--- src/rtl/spc_pkg.sv ---
// ----------------------------------------------------------------------------
// spc_pkg: shared types and constants for the encoder speed PI controller
// Register indexes, reset values, sequencer states and multiplier handshake.
// ----------------------------------------------------------------------------
`default_nettype none

package spc_pkg;

  localparam int ACC_W  = 48;   // serial multiplier accumulator width
  localparam int MPL_W  = 16;   // multiplier operand width (one bit per cycle)
  localparam int CNT_W  = 5;    // bit counter, holds MPL_W
  localparam int CIDX_W = 4;    // config register index width
  localparam int CDAT_W = 16;   // config write data width

  localparam logic [CIDX_W-1:0] CFG_COUNT_OFFSET  = 4'd0;
  localparam logic [CIDX_W-1:0] CFG_RPM_PER_COUNT = 4'd1;
  localparam logic [CIDX_W-1:0] CFG_RPM_LIMIT     = 4'd2;
  localparam logic [CIDX_W-1:0] CFG_FILTER_ALPHA  = 4'd3;
  localparam logic [CIDX_W-1:0] CFG_SPEED_GAIN    = 4'd4;
  localparam logic [CIDX_W-1:0] CFG_PROP_GAIN     = 4'd5;
  localparam logic [CIDX_W-1:0] CFG_INTEG_GAIN    = 4'd6;
  localparam logic [CIDX_W-1:0] CFG_INTEG_LIMIT   = 4'd7;

  localparam logic [15:0] RST_COUNT_OFFSET  = 16'd20000;
  localparam logic [9:0]  RST_RPM_PER_COUNT = 10'd30;
  localparam logic [14:0] RST_RPM_LIMIT     = 15'd5000;
  localparam logic [15:0] RST_FILTER_ALPHA  = 16'd6554;
  localparam logic [15:0] RST_SPEED_GAIN    = 16'd110;
  localparam logic [15:0] RST_PROP_GAIN     = 16'd256;
  localparam logic [15:0] RST_INTEG_GAIN    = 16'd0;
  localparam logic [14:0] RST_INTEG_LIMIT   = 15'd25600;

  localparam logic [CNT_W-1:0] NBITS_RPM  = 5'd10;
  localparam logic [CNT_W-1:0] NBITS_FULL = 5'd16;

  typedef enum logic [6:0] {
    ST_IDLE = 7'b0000001,
    ST_RAW  = 7'b0000010,
    ST_FILT = 7'b0000100,
    ST_MEAS = 7'b0001000,
    ST_PROP = 7'b0010000,
    ST_INTG = 7'b0100000,
    ST_OUT  = 7'b1000000
  } state_t;

  typedef struct packed {
    logic             start;
    logic [ACC_W-1:0] mcand;
    logic [MPL_W-1:0] mplier;
    logic [CNT_W-1:0] nbits;
  } mul_req_t;

  typedef struct packed {
    logic             done;
    logic [ACC_W-1:0] acc;
  } mul_rsp_t;

endpackage

`default_nettype wire

--- src/rtl/spc_if.sv ---
// ----------------------------------------------------------------------------
// spc_if: channel interfaces of the encoder speed PI controller
// Sample input, result output and configuration write channels.
// ----------------------------------------------------------------------------
`default_nettype none

interface spc_in_if;
  logic               valid;
  logic               ready;
  logic        [15:0] encoder_count;
  logic signed [15:0] target_speed;
  modport source (output valid, output encoder_count, output target_speed, input ready);
  modport sink   (input valid, input encoder_count, input target_speed, output ready);
endinterface

interface spc_out_if;
  logic               valid;
  logic               ready;
  logic signed [15:0] drive_speed;
  logic        [14:0] measured_speed;
  logic signed [16:0] speed_error;
  logic signed [15:0] filtered_rpm;
  logic               rpm_rejected;
  logic signed [31:0] impulse_total;
  modport source (output valid, output drive_speed, output measured_speed,
                  output speed_error, output filtered_rpm, output rpm_rejected,
                  output impulse_total, input ready);
  modport sink   (input valid, input drive_speed, input measured_speed,
                  input speed_error, input filtered_rpm, input rpm_rejected,
                  input impulse_total, output ready);
endinterface

interface spc_cfg_if;
  logic        valid;
  logic        ready;
  logic [3:0]  idx;
  logic [15:0] data;
  modport source (output valid, output idx, output data, input ready);
  modport sink   (input valid, input idx, input data, output ready);
endinterface

`default_nettype wire

--- src/rtl/spc_mul.sv ---
// ----------------------------------------------------------------------------
// spc_mul: bit-serial shift-add multiplier
// One multiplier bit per cycle, LSB first; product kept modulo 2^ACC_W.
// ----------------------------------------------------------------------------
`default_nettype none

module spc_mul (
  input  wire               clk,
  input  wire               rst_n,
  input  spc_pkg::mul_req_t req,
  output spc_pkg::mul_rsp_t rsp
);
  import spc_pkg::*;

  logic             busy_r;
  logic             done_r;
  logic [CNT_W-1:0] cnt_r;
  logic [ACC_W-1:0] acc_r, acc_nxt;
  logic [ACC_W-1:0] mcand_r;
  logic [MPL_W-1:0] mplier_r;

  assign acc_nxt = mplier_r[0] ? acc_r + mcand_r : acc_r;

  always_ff @(posedge clk) begin
    if (!rst_n) begin
      busy_r <= 1'b0;
      done_r <= 1'b0;
    end else begin
      done_r <= 1'b0;
      if (req.start) begin
        busy_r <= 1'b1;
      end else if (busy_r && cnt_r == CNT_W'(1)) begin
        busy_r <= 1'b0;
        done_r <= 1'b1;
      end
    end
  end

  always_ff @(posedge clk) begin
    if (req.start) begin
      acc_r    <= '0;
      mcand_r  <= req.mcand;
      mplier_r <= req.mplier;
      cnt_r    <= req.nbits;
    end else if (busy_r) begin
      acc_r    <= acc_nxt;
      mcand_r  <= {mcand_r[ACC_W-2:0], 1'b0};
      mplier_r <= {1'b0, mplier_r[MPL_W-1:1]};
      cnt_r    <= cnt_r - CNT_W'(1);
    end
  end

  assign rsp.done = done_r;
  assign rsp.acc  = acc_r;

endmodule

`default_nettype wire

--- src/rtl/encoder_speed_pi_controller_unit.sv ---
// ----------------------------------------------------------------------------
// encoder_speed_pi_controller_unit: encoder rpm filter and PI speed loop
// Sequencer around one bit-serial multiplier: rpm, filter, speed, P, I terms.
// ----------------------------------------------------------------------------
// Steps: the rpm product with its 10-bit multiplier, then the filter, speed,
// P and I terms as 16-bit products, then the load of the output register.
// All products run in turn on the shared serial multiplier, and a new sample
// is taken only once the sequencer is back in idle, so one is in work at a time.
// The result register lets the next sample start while a result waits.
// Reset (rst_n low, synchronous): registers to defaults, filter, integral
// and impulse total cleared, no result pending.
`default_nettype none

module encoder_speed_pi_controller_unit (
  input  wire       clk,
  input  wire       rst_n,
  spc_in_if.sink    in_ch,
  spc_out_if.source out_ch,
  spc_cfg_if.sink   cfg_ch
);
  import spc_pkg::*;

  // configuration
  logic [15:0] count_offset_r;
  logic [9:0]  rpm_per_count_r;
  logic [14:0] rpm_limit_r;
  logic [15:0] alpha_r;
  logic [15:0] speed_gain_r;
  logic [15:0] prop_gain_r;
  logic [15:0] integ_gain_r;
  logic [14:0] integ_limit_r;

  // state
  state_t             state_r, state_nxt;
  logic signed [31:0] yfilt_r;
  logic signed [15:0] integ_r;
  logic        [31:0] impulse_r;

  // per-item working registers
  logic signed [15:0] target_r;
  logic               rej_r;
  logic        [14:0] meas_r;
  logic signed [16:0] err_r;
  logic signed [25:0] pterm_r;
  logic signed [15:0] drive_r;

  // result register
  logic               out_valid_r;
  logic signed [15:0] o_drive_r;
  logic        [14:0] o_meas_r;
  logic signed [16:0] o_err_r;
  logic signed [15:0] o_rpm_r;
  logic               o_rej_r;
  logic        [31:0] o_imp_r;

  mul_req_t mreq;
  mul_rsp_t mrsp;

  spc_mul u_mul (.clk(clk), .rst_n(rst_n), .req(mreq), .rsp(mrsp));

  logic               in_acc;
  logic signed [16:0] diff;
  logic signed [26:0] raw;
  logic        [26:0] raw_mag;
  logic               rej;
  logic        [47:0] fdelta;
  logic signed [31:0] ynew;
  logic        [31:0] ymag;
  logic        [23:0] mfull;
  logic        [14:0] meas;
  logic signed [16:0] err;
  logic signed [17:0] isum, ilim, iclamp;
  logic signed [23:0] iterm;
  logic signed [26:0] dsum;
  logic               out_load;

  assign in_ch.ready  = (state_r == ST_IDLE);
  assign cfg_ch.ready = 1'b1;
  assign in_acc       = in_ch.valid && in_ch.ready;

  always_comb begin
    diff    = $signed({1'b0, in_ch.encoder_count}) - $signed({1'b0, count_offset_r});
    raw     = $signed(mrsp.acc[26:0]);
    raw_mag = raw[26] ? 27'(-raw) : 27'(raw);
    rej     = raw_mag >= {12'd0, rpm_limit_r};
    fdelta  = rej ? '0 : ({{5{raw[26]}}, raw, 16'd0} - {{16{yfilt_r[31]}}, yfilt_r});
    ynew    = yfilt_r + $signed(mrsp.acc[47:16]);
    ymag    = ynew[31] ? 32'(-ynew) : 32'(ynew);
    mfull   = mrsp.acc[47:24];
    meas    = (|mfull[23:15]) ? 15'h7fff : mfull[14:0];
    err     = {target_r[15], target_r} - $signed({2'b00, meas});
    isum    = {{2{integ_r[15]}}, integ_r} + {err[16], err};
    ilim    = $signed({3'b000, integ_limit_r});
    if (isum > ilim)       iclamp = ilim;
    else if (isum < -ilim) iclamp = -ilim;
    else                   iclamp = isum;
    iterm   = $signed(mrsp.acc[31:8]);
    dsum    = {{11{target_r[15]}}, target_r} + {pterm_r[25], pterm_r}
              + {{3{iterm[23]}}, iterm};
    out_load = !out_valid_r || out_ch.ready;
  end

  // sequencer
  always_comb begin
    state_nxt   = state_r;
    mreq.start  = 1'b0;
    mreq.mcand  = '0;
    mreq.mplier = '0;
    mreq.nbits  = NBITS_FULL;
    unique case (state_r)
      ST_IDLE: begin
        if (in_acc) begin
          mreq.start  = 1'b1;
          mreq.mcand  = {{31{diff[16]}}, diff};
          mreq.mplier = {6'd0, rpm_per_count_r};
          mreq.nbits  = NBITS_RPM;
          state_nxt   = ST_RAW;
        end
      end
      ST_RAW: begin
        if (mrsp.done) begin
          mreq.start  = 1'b1;
          mreq.mcand  = fdelta;
          mreq.mplier = alpha_r;
          state_nxt   = ST_FILT;
        end
      end
      ST_FILT: begin
        if (mrsp.done) begin
          mreq.start  = 1'b1;
          mreq.mcand  = {16'd0, ymag};
          mreq.mplier = speed_gain_r;
          state_nxt   = ST_MEAS;
        end
      end
      ST_MEAS: begin
        if (mrsp.done) begin
          mreq.start  = 1'b1;
          mreq.mcand  = {{31{err[16]}}, err};
          mreq.mplier = prop_gain_r;
          state_nxt   = ST_PROP;
        end
      end
      ST_PROP: begin
        if (mrsp.done) begin
          // integral already clamped and stored at the end of ST_MEAS
          mreq.start  = 1'b1;
          mreq.mcand  = {{32{integ_r[15]}}, integ_r};
          mreq.mplier = integ_gain_r;
          state_nxt   = ST_INTG;
        end
      end
      ST_INTG: begin
        if (mrsp.done) state_nxt = ST_OUT;
      end
      ST_OUT: begin
        if (out_load) state_nxt = ST_IDLE;
      end
      default: state_nxt = ST_IDLE;
    endcase
  end

  always_ff @(posedge clk) begin
    if (!rst_n) begin
      state_r         <= ST_IDLE;
      count_offset_r  <= RST_COUNT_OFFSET;
      rpm_per_count_r <= RST_RPM_PER_COUNT;
      rpm_limit_r     <= RST_RPM_LIMIT;
      alpha_r         <= RST_FILTER_ALPHA;
      speed_gain_r    <= RST_SPEED_GAIN;
      prop_gain_r     <= RST_PROP_GAIN;
      integ_gain_r    <= RST_INTEG_GAIN;
      integ_limit_r   <= RST_INTEG_LIMIT;
      yfilt_r         <= '0;
      integ_r         <= '0;
      impulse_r       <= '0;
      out_valid_r     <= 1'b0;
    end else begin
      state_r <= state_nxt;
      if (cfg_ch.valid) begin
        case (cfg_ch.idx)
          CFG_COUNT_OFFSET:  count_offset_r  <= cfg_ch.data;
          CFG_RPM_PER_COUNT: rpm_per_count_r <= cfg_ch.data[9:0];
          CFG_RPM_LIMIT:     rpm_limit_r     <= cfg_ch.data[14:0];
          CFG_FILTER_ALPHA:  alpha_r         <= cfg_ch.data;
          CFG_SPEED_GAIN:    speed_gain_r    <= cfg_ch.data;
          CFG_PROP_GAIN:     prop_gain_r     <= cfg_ch.data;
          CFG_INTEG_GAIN:    integ_gain_r    <= cfg_ch.data;
          CFG_INTEG_LIMIT:   integ_limit_r   <= cfg_ch.data[14:0];
          default: ;
        endcase
      end
      // impulse total accumulates offset - count for each accepted sample
      if (in_acc)                          impulse_r <= impulse_r - 32'(diff);
      if (state_r == ST_FILT && mrsp.done) yfilt_r   <= ynew;
      if (state_r == ST_MEAS && mrsp.done) integ_r   <= iclamp[15:0];
      if (state_r == ST_OUT && out_load) begin
        out_valid_r <= 1'b1;
      end else if (out_ch.ready) begin
        out_valid_r <= 1'b0;
      end
    end
  end

  always_ff @(posedge clk) begin
    if (in_acc) target_r <= in_ch.target_speed;
    if (state_r == ST_RAW && mrsp.done) rej_r <= rej;
    if (state_r == ST_MEAS && mrsp.done) begin
      meas_r <= meas;
      err_r  <= err;
    end
    if (state_r == ST_PROP && mrsp.done) pterm_r <= $signed(mrsp.acc[33:8]);
    if (state_r == ST_INTG && mrsp.done) begin
      if (dsum > 27'sd32767)       drive_r <= 16'sh7fff;
      else if (dsum < -27'sd32768) drive_r <= -16'sh8000;
      else                         drive_r <= dsum[15:0];
    end
    if (state_r == ST_OUT && out_load) begin
      o_drive_r <= drive_r;
      o_meas_r  <= meas_r;
      o_err_r   <= err_r;
      o_rpm_r   <= yfilt_r[31:16];
      o_rej_r   <= rej_r;
      o_imp_r   <= impulse_r;
    end
  end

  assign out_ch.valid          = out_valid_r;
  assign out_ch.drive_speed    = o_drive_r;
  assign out_ch.measured_speed = o_meas_r;
  assign out_ch.speed_error    = o_err_r;
  assign out_ch.filtered_rpm   = o_rpm_r;
  assign out_ch.rpm_rejected   = o_rej_r;
  assign out_ch.impulse_total  = o_imp_r;

endmodule

`default_nettype wire

--- src/flat_wrapper.sv ---
// flat-port wrapper written by rule: the top's interface ports become plain ports
module encoder_speed_pi_controller_unit_flat import spc_pkg::*;
  (clk, rst_n, in_ch_valid, in_ch_encoder_count, in_ch_target_speed, in_ch_ready, out_ch_valid, out_ch_drive_speed, out_ch_measured_speed, out_ch_speed_error, out_ch_filtered_rpm, out_ch_rpm_rejected, out_ch_impulse_total, out_ch_ready, cfg_ch_valid, cfg_ch_idx, cfg_ch_data, cfg_ch_ready);
  spc_in_if in_ch_i ();
  spc_out_if out_ch_i ();
  spc_cfg_if cfg_ch_i ();
  input  wire clk;
  input  wire rst_n;
  input wire logic [$bits(in_ch_i.valid)-1:0] in_ch_valid;
  input wire logic [$bits(in_ch_i.encoder_count)-1:0] in_ch_encoder_count;
  input wire logic [$bits(in_ch_i.target_speed)-1:0] in_ch_target_speed;
  output wire logic [$bits(in_ch_i.ready)-1:0] in_ch_ready;
  output wire logic [$bits(out_ch_i.valid)-1:0] out_ch_valid;
  output wire logic [$bits(out_ch_i.drive_speed)-1:0] out_ch_drive_speed;
  output wire logic [$bits(out_ch_i.measured_speed)-1:0] out_ch_measured_speed;
  output wire logic [$bits(out_ch_i.speed_error)-1:0] out_ch_speed_error;
  output wire logic [$bits(out_ch_i.filtered_rpm)-1:0] out_ch_filtered_rpm;
  output wire logic [$bits(out_ch_i.rpm_rejected)-1:0] out_ch_rpm_rejected;
  output wire logic [$bits(out_ch_i.impulse_total)-1:0] out_ch_impulse_total;
  input wire logic [$bits(out_ch_i.ready)-1:0] out_ch_ready;
  input wire logic [$bits(cfg_ch_i.valid)-1:0] cfg_ch_valid;
  input wire logic [$bits(cfg_ch_i.idx)-1:0] cfg_ch_idx;
  input wire logic [$bits(cfg_ch_i.data)-1:0] cfg_ch_data;
  output wire logic [$bits(cfg_ch_i.ready)-1:0] cfg_ch_ready;
  assign in_ch_i.valid = in_ch_valid;
  assign in_ch_i.encoder_count = in_ch_encoder_count;
  assign in_ch_i.target_speed = in_ch_target_speed;
  assign in_ch_ready = in_ch_i.ready;
  assign out_ch_valid = out_ch_i.valid;
  assign out_ch_drive_speed = out_ch_i.drive_speed;
  assign out_ch_measured_speed = out_ch_i.measured_speed;
  assign out_ch_speed_error = out_ch_i.speed_error;
  assign out_ch_filtered_rpm = out_ch_i.filtered_rpm;
  assign out_ch_rpm_rejected = out_ch_i.rpm_rejected;
  assign out_ch_impulse_total = out_ch_i.impulse_total;
  assign out_ch_i.ready = out_ch_ready;
  assign cfg_ch_i.valid = cfg_ch_valid;
  assign cfg_ch_i.idx = cfg_ch_idx;
  assign cfg_ch_i.data = cfg_ch_data;
  assign cfg_ch_ready = cfg_ch_i.ready;
  encoder_speed_pi_controller_unit u_core (.clk(clk), .rst_n(rst_n), .in_ch(in_ch_i), .out_ch(out_ch_i), .cfg_ch(cfg_ch_i));
endmodule
--- config.mk ---
export PLATFORM = sky130hd
export DESIGN_NAME = encoder_speed_pi_controller_unit_flat
export DESIGN_NICKNAME = d
export VERILOG_FILES = /design/src/rtl/spc_pkg.sv /design/src/rtl/spc_if.sv /design/src/rtl/spc_mul.sv /design/src/rtl/encoder_speed_pi_controller_unit.sv /design/src/flat_wrapper.sv
export SDC_FILE = /design/constraint.sdc
export NUM_CORES = 1
export LEC_CHECK = 0
export BUFFER_PORTS_ARGS = -buffer_cell sky130_fd_sc_hd__buf_2
export CORE_AREA = 2 2 232 234
export DETAILED_ROUTE_END_ITERATION = 16
export DIE_AREA = 0 0 234 236
export PLACE_DENSITY = 0.88
export REMOVE_ABC_BUFFERS = 1
export SYNTH_ARGS = -nofsm -noshare
export SYNTH_HDL_FRONTEND = slang
export SYNTH_SLANG_ARGS = --single-unit
export TNS_END_PERCENT = 50
--- constraint.sdc ---
create_clock -name clk -period 10.3 [get_ports clk]
set_clock_uncertainty 0.2 [all_clocks]
set_input_delay 1.545 -clock clk [delete_from_list [all_inputs] [get_ports clk]]
set_output_delay 1.545 -clock clk [all_outputs]
set_load 0.1 [all_outputs]
Word level (Yosys, flattened, before mapping) --
Index checks and enable logic that the tools add are counted. Widths: inputs -> output; s select.
Word-level totals: bits in registers 515, word-level logic and storage cells 131, output and inout bits 100, input port bits 57
Operators by class: $lt $le $gt $ge 5, add/subtract/negate cells 13, muxes and demuxes 33, reductions and logical operators 26, bitwise gates (word level) 1, equal/unequal tests 22
Operator list (count):
- $pmux 65 s5 | 1
- $mux 65 | 4
- $mux 48 | 3
- $mux 16 | 5
- $mux 70 | 1
- $mux 7 | 7
- $pmux 7 s7 | 1
- $add 48x48->48 | 1
- $sub 43x32->44 | 1
- $sub 16x16->17 | 2
- $add 32x32->32 | 1
- $mux 32 | 1
- $neg 32->32 | 1
- $sub 32x32->32 | 1
- $add 16x26->27 | 1
- $add 27x27->27 | 1
- $ge 27x15->1 | 1
- $gt 27x16->1 const B | 1
- $lt 27x16->1 const B | 1
- $mux 27 | 1
- $neg 27->27 | 1
- $add 16x17->18 | 1
- $gt 18x16->1 | 1
- $lt 18x18->1 | 1
- 28 further kinds | 60

Logic depth before layout (Yosys ltp) --
Gate-level depths: netlist of the first run.
depth after elaboration 7, gate-level depth with buffers 35, gate-level depth less buffers 31

Cells and area by module --
Synthesis of the first run repeated with hierarchy kept, for this count alone.
Unflattened totals: cell total of the unflattened synthesis 3724, area, all modules 33845.0 um2
By module, submodules not included:
- encoder_speed_pi_controller_unit | sequential area each 9809.4 um2, area each 26499.2 um2, cells each 2968, times used 1
- spc_mul | sequential area each 3072.9 um2, area each 7345.8 um2, cells each 756, times used 1

Worst setup path before layout of the first run --
OpenSTA, ideal clock, no wires.
path type reg2reg, start reg u_core.state_r[3], end reg u_core.u_mul.cnt_r[0] (enable), setup time 0.439 ns, clock period less this slack 7.788 ns, arrival time 7.150 ns, data required time 9.661 ns, stages on the path, launching flop included 8, path buffers 2, setup slack 2.512 ns, cell sequence dfxtp_1 -> or4_1 -> nor4b_1 -> nand2_1 -> and3_1 -> clkbuf_1 -> buf_1 -> nand2b_1
On the way: cells in the longest elaborated chain, start to end 5, elaborated cells between the ends (all ways) 9, those cells by class eq/ne: 5; mux: 2; reduce/logical: 2
RTL lines:
- start: declaration | RTL line encoder_speed_pi_controller_unit.sv:34 | state_t state_r, state_nxt;
- start signal: assignment | RTL line encoder_speed_pi_controller_unit.sv:179 | state_r <= state_nxt;
- $eq 7x1->1 (*) | RTL line encoder_speed_pi_controller_unit.sv:77 | assign in_ch.ready = (state_r == ST_IDLE);
- via in_ch_ready | RTL line flat_wrapper.sv:12 | output wire logic [$bits(in_ch_i.ready)-1:0] in_ch_ready;
- $logic_and 1x1->1 | RTL line encoder_speed_pi_controller_unit.sv:79 | assign in_acc = in_ch.valid && in_ch.ready;
- $mux 70 | RTL line encoder_speed_pi_controller_unit.sv:112 | if (in_acc) begin
- $pmux 65 s5 (*) | RTL line encoder_speed_pi_controller_unit.sv:110 | unique case (state_r)
- $reduce_bool 2->1 (no line) (*)
- end signal: assignment | RTL line spc_mul.sv:44 | cnt_r <= req.nbits;
- end signal: assignment | RTL line spc_mul.sv:49 | cnt_r <= cnt_r - CNT_W'(1);
- end: declaration | RTL line spc_mul.sv:17 | logic [CNT_W-1:0] cnt_r;
The timed path passes the listed nets; every way through them passes the cells marked *. A chain may end at the register's enable or synchronous reset.

Worst setup path after layout of the first run --
start reg u_core.u_mul.acc_r[41], end reg u_core.integ_r[5]
On the way: cells in the longest elaborated chain, start to end 7, elaborated cells between the ends (all ways) 8, those cells by class add/sub: 2; order compare: 2; mux: 3; reduce/logical: 1
RTL lines:
- start: declaration | RTL line spc_mul.sv:18 | logic [ACC_W-1:0] acc_r, acc_nxt;
- start signal: assignment | RTL line spc_mul.sv:46 | acc_r <= acc_nxt;
- $reduce_or 9->1 (*) | RTL line encoder_speed_pi_controller_unit.sv:90 | meas = (|mfull[23:15]) ? 15'h7fff : mfull[14:0];
- $mux 15 (*) | RTL line encoder_speed_pi_controller_unit.sv:90
- via u_core.meas[0] | RTL line encoder_speed_pi_controller_unit.sv:70 | logic [14:0] meas;
- $sub 16x16->17 (*) | RTL line encoder_speed_pi_controller_unit.sv:91 | err = {target_r[15], target_r} - $signed({2'b00, meas});
- via u_core.err[13] | RTL line encoder_speed_pi_controller_unit.sv:71 | logic signed [16:0] err;
- $add 16x17->18 (*) | RTL line encoder_speed_pi_controller_unit.sv:92 | isum = {{2{integ_r[15]}}, integ_r} + {err[16], err};
- $lt 18x18->1 | RTL line encoder_speed_pi_controller_unit.sv:95 | else if (isum < -ilim) iclamp = -ilim;
- $mux 16 | RTL line encoder_speed_pi_controller_unit.sv:95
- $mux 16 (*) | RTL line encoder_speed_pi_controller_unit.sv:94 | if (isum > ilim) iclamp = ilim;
- end signal: assignment | RTL line encoder_speed_pi_controller_unit.sv:196 | if (state_r == ST_MEAS && mrsp.done) integ_r <= iclamp[15:0];
- end: declaration | RTL line encoder_speed_pi_controller_unit.sv:36 | logic signed [15:0] integ_r;
Marked as above.

==> flow_metrics.tcl, run 1 <==
set metrics [dict create \
    power.total_mw 14.3 \
    syn_area_mm2 0.0330 \
    numCtsBuffers 54 \
    cp_max_fo 26 \
    postCtsHoldBufs 0 \
    die-area_mm2 0.0552 \
    crit_path_end "u_core.integ_r[5]$_SDFFE_PN0P_" \
    drtIter0Drc 3489 \
    ys_seq_area_share_pct 39.0 \
    hold_class "reg -> reg" \
    yosysMostFrequentCell "nand2_1" \
    drc_errors 0 \
    period_share_pct 79.8 \
    cts.htree.levels 2 \
    setup_viol 0 \
    stdcell_area_mm2 0.0363 \
    viasPerCell 6.53 \
    path_buf_inv 3 \
    critPathCaptureType "flop" \
    drive_gt1_share_pct 8.74 \
    syn_avg_cell_area_um2 8.89 \
    clock_latency_ns 0.64 \
    async_reset_ff_share_pct 0 \
    path_clk_slew_ns 0.06 \
    clockPowerShare_pct 14.4 \
    cts_tree "done" \
    die_x_um 234 \
    regToRegEndpoint "u_core.integ_r[5]$_SDFFE_PN0P_" \
    vias 29700 \
    power_switching_mw 6.90 \
    peakVddDrop_v 0.000221 \
    synth_seq_cells 515 \
    syn_to_final_growth_pct 9.82 \
    fp.dieH_um 236 \
    startpoint_type "flop" \
    path_class "reg -> reg" \
    drtPass1Iterations 8 \
    clkSinkCount 515 \
    worst-r2r-setup-slack_ns 2.08 \
    cpPeakStageDelay_ns 0.57 \
    start_util_pct 62.2 \
    synth_area_leaders "edfxtp_1 (23%), dfxtp_1 (16%), ha_1 (9.7%), a21oi_1 (6.3%), nand2_1 (6.1%)" \
    first_global_vias 27500 \
    wl_um 97500 \
    grtUsageTotal_pct 34.8 \
    fin_crit_ns 8.22 \
    post_cts_resized 0 \
    intPower_mw 7.36 \
    path_depth 31 \
    drtAntennaViolNets 0 \
    clockBufferDepth 3 \
    rsz0062_at_grt "false" \
    hold_viol 0 \
    antenna_found_initial 3 \
    min-delay-start "u_core.drive_r[1]$_SDFFCE_PN1P_" \
    clockRootBuffer "clkbuf_16" \
    wl_per_cell_um 21.5 \
    post_cts_buffers 0 \
    cp_top_family "compound AO/OA/AOI/OAI gates" \
    gp_congestion 1.03 \
    grt_pass1_wl_um 152000 \
    synth_top_cell_area_share_pct 23.4 \
    yosysTopAreaCell "edfxtp_1" \
    synthFlopType "dfxtp_1" \
    cp_slowest_cell "nor4_1" \
    ys_types 94 \
    post-route-util_pct 68.4 \
    core_mm2 0.0531 \
    total_leakage_power_nw 14.8 \
    overflow 0 \
    p_comb_share_pct 64.2 \
    synth_edf_count 257 \
    yosys-top-cells-count "nand2_1 (539), a21oi_1 (417), dfxtp_1 (258)" \
    ys_warn_count 0 \
    critPathLaunch "u_core.u_mul.acc_r[41]$_SDFFE_PP0P_" \
    max_freq_mhz 122 \
    p_seq_share_pct 21.4 \
    dpl-instance-area_mm2 0.0344 \
    post-dp-hpwl_um 69000 \
    io_buffers 155 \
    drv_slew 0 \
    powerDensity_mw_per_mm2 393 \
    ff2ff_path_depth 31 \
    nets 4146 \
    timing.rr.start "u_core.u_mul.acc_r[41]$_SDFFE_PP0P_" \
    cp_data_required_time_ns 10.66 \
    num_rows 85 \
    relSlewSlack_pct 12.1 \
    io_pins 157 \
    grt_max_degree 97 \
    outcome "complete, no violations" \
    p_sw_share_pct 48.4 \
    arrival_ns 8.59 \
    max-cap-violations 0 \
    finalSetupTns_ns 0 \
    netlist_instances 3715 \
    worstMarginPinSlew_ns 1.31 \
]
## cells by family (layout without fill, tap and decap cells)
kind of cell / count (synthesis) / after routing / synth area share [%]
xor+xnor: 248 / 248 / 6.58
flops: 515 / 515 / 39.0
simple gates: 1194 / 1194 / 16.6
other cells: 1 / 3 / 0.0114
buf+inv: 333 / 464 / 3.86
mux: 38 / 38 / 1.16
compound gates: 1096 / 1096 / 21.1
fa+ha+maj: 290 / 290 / 11.7
## state kept, by name, indices dropped and copies added (netlist names), 17 cells and up
register / count
u_core.u_mul.mcand_r: 48
u_core.out_ch.impulse_total: 32
u_core.impulse_r: 32
u_core.out_ch.speed_error: 17
u_core.pterm_r: 26
u_core.u_mul.acc_r: 48
u_core.yfilt_r: 32
u_core.err_r: 17
## worst register-to-register path, delay by kind of cell, from the launching register on
| family | cells | cell delay (ns) |
|---|---|---|
| flip-flops | 1 | 0.35 |
| XOR/XNOR | 1 | 0.34 |
| adder cells (fa/ha/maj) | 4 | 1.25 |
| buffers and inverters | 3 | 0.68 |
| AO/OA/AOI/OAI | 14 | 3.39 |
| AND/OR/NAND/NOR | 9 | 1.97 |
## worst min-delay path by stage
stage                                                    endpoint  slack [ns]  depth (start not counted)
after global placement     u_core.out_ch.drive_speed[0]$_DFFE_PP_        0.20                          0
final                      u_core.out_ch.drive_speed[1]$_DFFE_PP_        0.22                          0
after detailed placement   u_core.out_ch.drive_speed[1]$_DFFE_PP_        0.20                          0
after CTS                  u_core.out_ch.drive_speed[1]$_DFFE_PP_        0.22                          0
after global routing      u_core.out_ch.drive_speed[12]$_DFFE_PP_        0.23                          0
after floorplan            u_core.out_ch.drive_speed[0]$_DFFE_PP_        0.20                          0
## metrics by stage
stage	hold WS, ns	setup WS (ns)	cells
final	0.218	2.08	4544
after global routing	0.228	1.41	4542
after CTS	0.219	2.24	4542
after detailed placement	0.205	2.27	4441
after global placement	0.201	2.55	4441
after floorplan	0.200	0.573	3551
## placed cells by master (no fill, tap or decap), drive strengths merged, types with 82 or more instances in the layout
cell type and count:
nand3 86, edfxtp 257, nor2 240, buf 194, ha 256, inv 174, a21oi 417, xnor2 166
o21ai 184, nand2 539, dfxtp 258, xor2 82
## power groups by stage
stage	clock, mW	combinational (mW)	sequential [mW]
floorplan	0	6.53	3.05
global placement	0	8.67	3.06
detailed placement	0	8.85	3.07
CTS	2.07	8.96	3.03
global route	2.15	10.1	3.07
finish	2.06	9.16	3.06
## final cells by class
class                   instances  area (µm²)
diodes                          2        5.00
clock buffers                  76        1570
clock inverters                25         308
fillers                      3951       16800
inverters                     169         637
multi-input cells            2867       18900
flip-flops and latches        515       12900
well taps                     696         871
repair buffers                194        1070
## layer usage
metal / up-vias / track usage [%] / part of all wire (%) / wire, µm
met5: - / 0 / 0.023 / 22
met4: 4 / 16.3 / 5.2 / 5050
met3: 348 / 8.47 / 12 / 11400
met2: 1708 / 53.0 / 44 / 42800
met1: 13900 / 46.6 / 39 / 38300
li1: 13700 / - / - / -
(Power assumes the default switching activity.)
==> inputs of run 2 (changes only) <==
- clock period: 10.3 -> 7.7 ns (I/O delays scaled with it)
==> flow_metrics.tcl, run 2 (synthesis gave the netlist of run 1 again) <==
set metrics [dict create \
    syn_to_final_growth_pct 9.97 \
    first_global_vias 27300 \
    io_pins 157 \
    relSlewSlack_pct 19.1 \
    clockRootBuffer "clkbuf_16" \
    wl_um 97600 \
    max_freq_mhz 138 \
    stdcell_area_mm2 0.0363 \
    power.total_mw 19.4 \
    path_class "reg -> reg" \
    clockBufferDepth 3 \
    numCtsBuffers 52 \
    io_buffers 155 \
    gp_congestion 1.01 \
    dr.max_layer_used "met5" \
    cp_top_family "compound AO/OA/AOI/OAI gates" \
    period_share_pct 94.3 \
    num_rows 85 \
    grt_max_degree 85 \
    wl_per_cell_um 21.4 \
    cp_max_fo 22 \
    setup_viol 0 \
    powerDensity_mw_per_mm2 535 \
    drtPass1Iterations 9 \
    drive_gt1_share_pct 9.28 \
    total_leakage_power_nw 14.8 \
    start_util_pct 62.2 \
    startpoint_type "flop" \
    dpl-instance-area_mm2 0.0345 \
    clock_latency_ns 0.64 \
    max-cap-violations 0 \
    fp.dieH_um 236 \
    cp_slowest_cell "a2111o_1" \
    grtUsageTotal_pct 34.6 \
    vias 29600 \
    drc_errors 0 \
    fin_crit_ns 7.26 \
    regArea_mm2 0.0129 \
    path_clk_slew_ns 0.07 \
    viasPerCell 6.49 \
    core_mm2 0.0531 \
    dr_wl_met3_um 11100 \
    overflow 0 \
    post-dp-hpwl_um 69300 \
    clkSinkCount 515 \
    reg.largest.list "u_core.u_mul.acc_r x48, u_core.u_mul.mcand_r x48" \
    hold_class "reg -> reg" \
    cp_data_required_time_ns 8.07 \
    antenna_found_initial 3 \
    hold_viol 0 \
    outcome "complete, no violations" \
    postCtsHoldBufs 0 \
    met2WireLength_um 43000 \
    peakVddDrop_v 0.000378 \
    drv_slew 0 \
    die_x_um 234 \
    critPathCaptureType "flop" \
    multi_input_area_mm2 0.0190 \
    cpPeakStageDelay_ns 0.39 \
    grt_pass1_wl_um 151000 \
    num-fill-cells 3982 \
    nets 4158 \
    cpMostUsedCell "ha_1" \
    final_cell_mix "nand2_1 (538), a21oi_1 (417), dfxtp_1 (258)" \
    drtIter0Drc 3882 \
    cts.htree.levels 2 \
    post-route-util_pct 68.4 \
    m1WireLength_um 38900 \
    worstMarginPinSlew_ns 1.21 \
    die-area_mm2 0.0552 \
    drtAntennaViolNets 0 \
    arrival_ns 7.63 \
    path_buf_inv 2 \
    final_common_cell "nand2_1" \
    cts_tree "done" \
]
-- run 2: cell count changes in the layout (fill, tap and decap cells not counted), sizes merged --
cell,before,now
clkbuf,76,70
buf,194,208
clkinv,13,16
clkinvlp,2,3
diode,2,1
bufinv,5,4
-- run 2: where the power goes --
| group | internal, mW | switching [mW] | total [mW] |
|---|---|---|---|
| clock | 1.47 | 1.15 | 2.63 |
| combinational | 5.01 | 7.73 | 12.7 |
| sequential | 3.55 | 0.514 | 4.07 |
| total | 10.0 | 9.40 | 19.4 |
-- run 2: path summary, 6_finish.rpt --
path	start	end	slack, ns	cells past startpoint
worst max register to register	u_core.u_mul.acc_r[41]$_SDFFE_PP0P_	u_core.integ_r[13]$_SDFFE_PN0P_	0.44	30
worst min-delay path	u_core.err_r[1]$_DFFE_PP_	u_core.out_ch.speed_error[1]$_DFFE_PP_	0.22	0
worst max-delay path	u_core.u_mul.acc_r[41]$_SDFFE_PP0P_	u_core.integ_r[13]$_SDFFE_PN0P_	0.44	30
worst min register to register	u_core.err_r[1]$_DFFE_PP_	u_core.out_ch.speed_error[1]$_DFFE_PP_	0.22	0
-- run 2: layout make-up --
class	instances	share of cell area, %
antenna	1	0.00689
clock buffer	70	4.00
clock inverter	28	0.816
inverter	169	1.75
multi-input combinational	2867	52.3
sequential	515	35.5
tap	696	2.40
timing repair buffer	208	3.23
-- run 2: timing repair --
action / CTS / global route
resized for setup: 0 / 16
buffers inserted: 0 / 3
endpoints found under the setup margin: 0 / 16
hold endpoints to repair: 0 / 0
-- run 2: per-stage QoR --
| step | TNS (ns) | worst slack (ns) | hold WS (ns) | std cells |
|---|---|---|---|---|
| after detailed placement | 0 | 0.108 | 0.205 | 4452 |
| after global routing | -0.0105 | -0.0105 | 0.228 | 4553 |
| final | 0 | 0.441 | 0.219 | 4554 |
| after global placement | 0 | 0.208 | 0.202 | 4452 |
| after CTS | 0 | 0.0549 | 0.219 | 4550 |
| after floorplan | -261.11 | -2.03 | 0.200 | 3551 |
-- run 2: metal layers --
layer,vias up,track usage [%]
li1,13700,-
met1,13800,47.3
met2,1704,52.8
met3,324,7.11
met4,6,15.8
met5,-,0
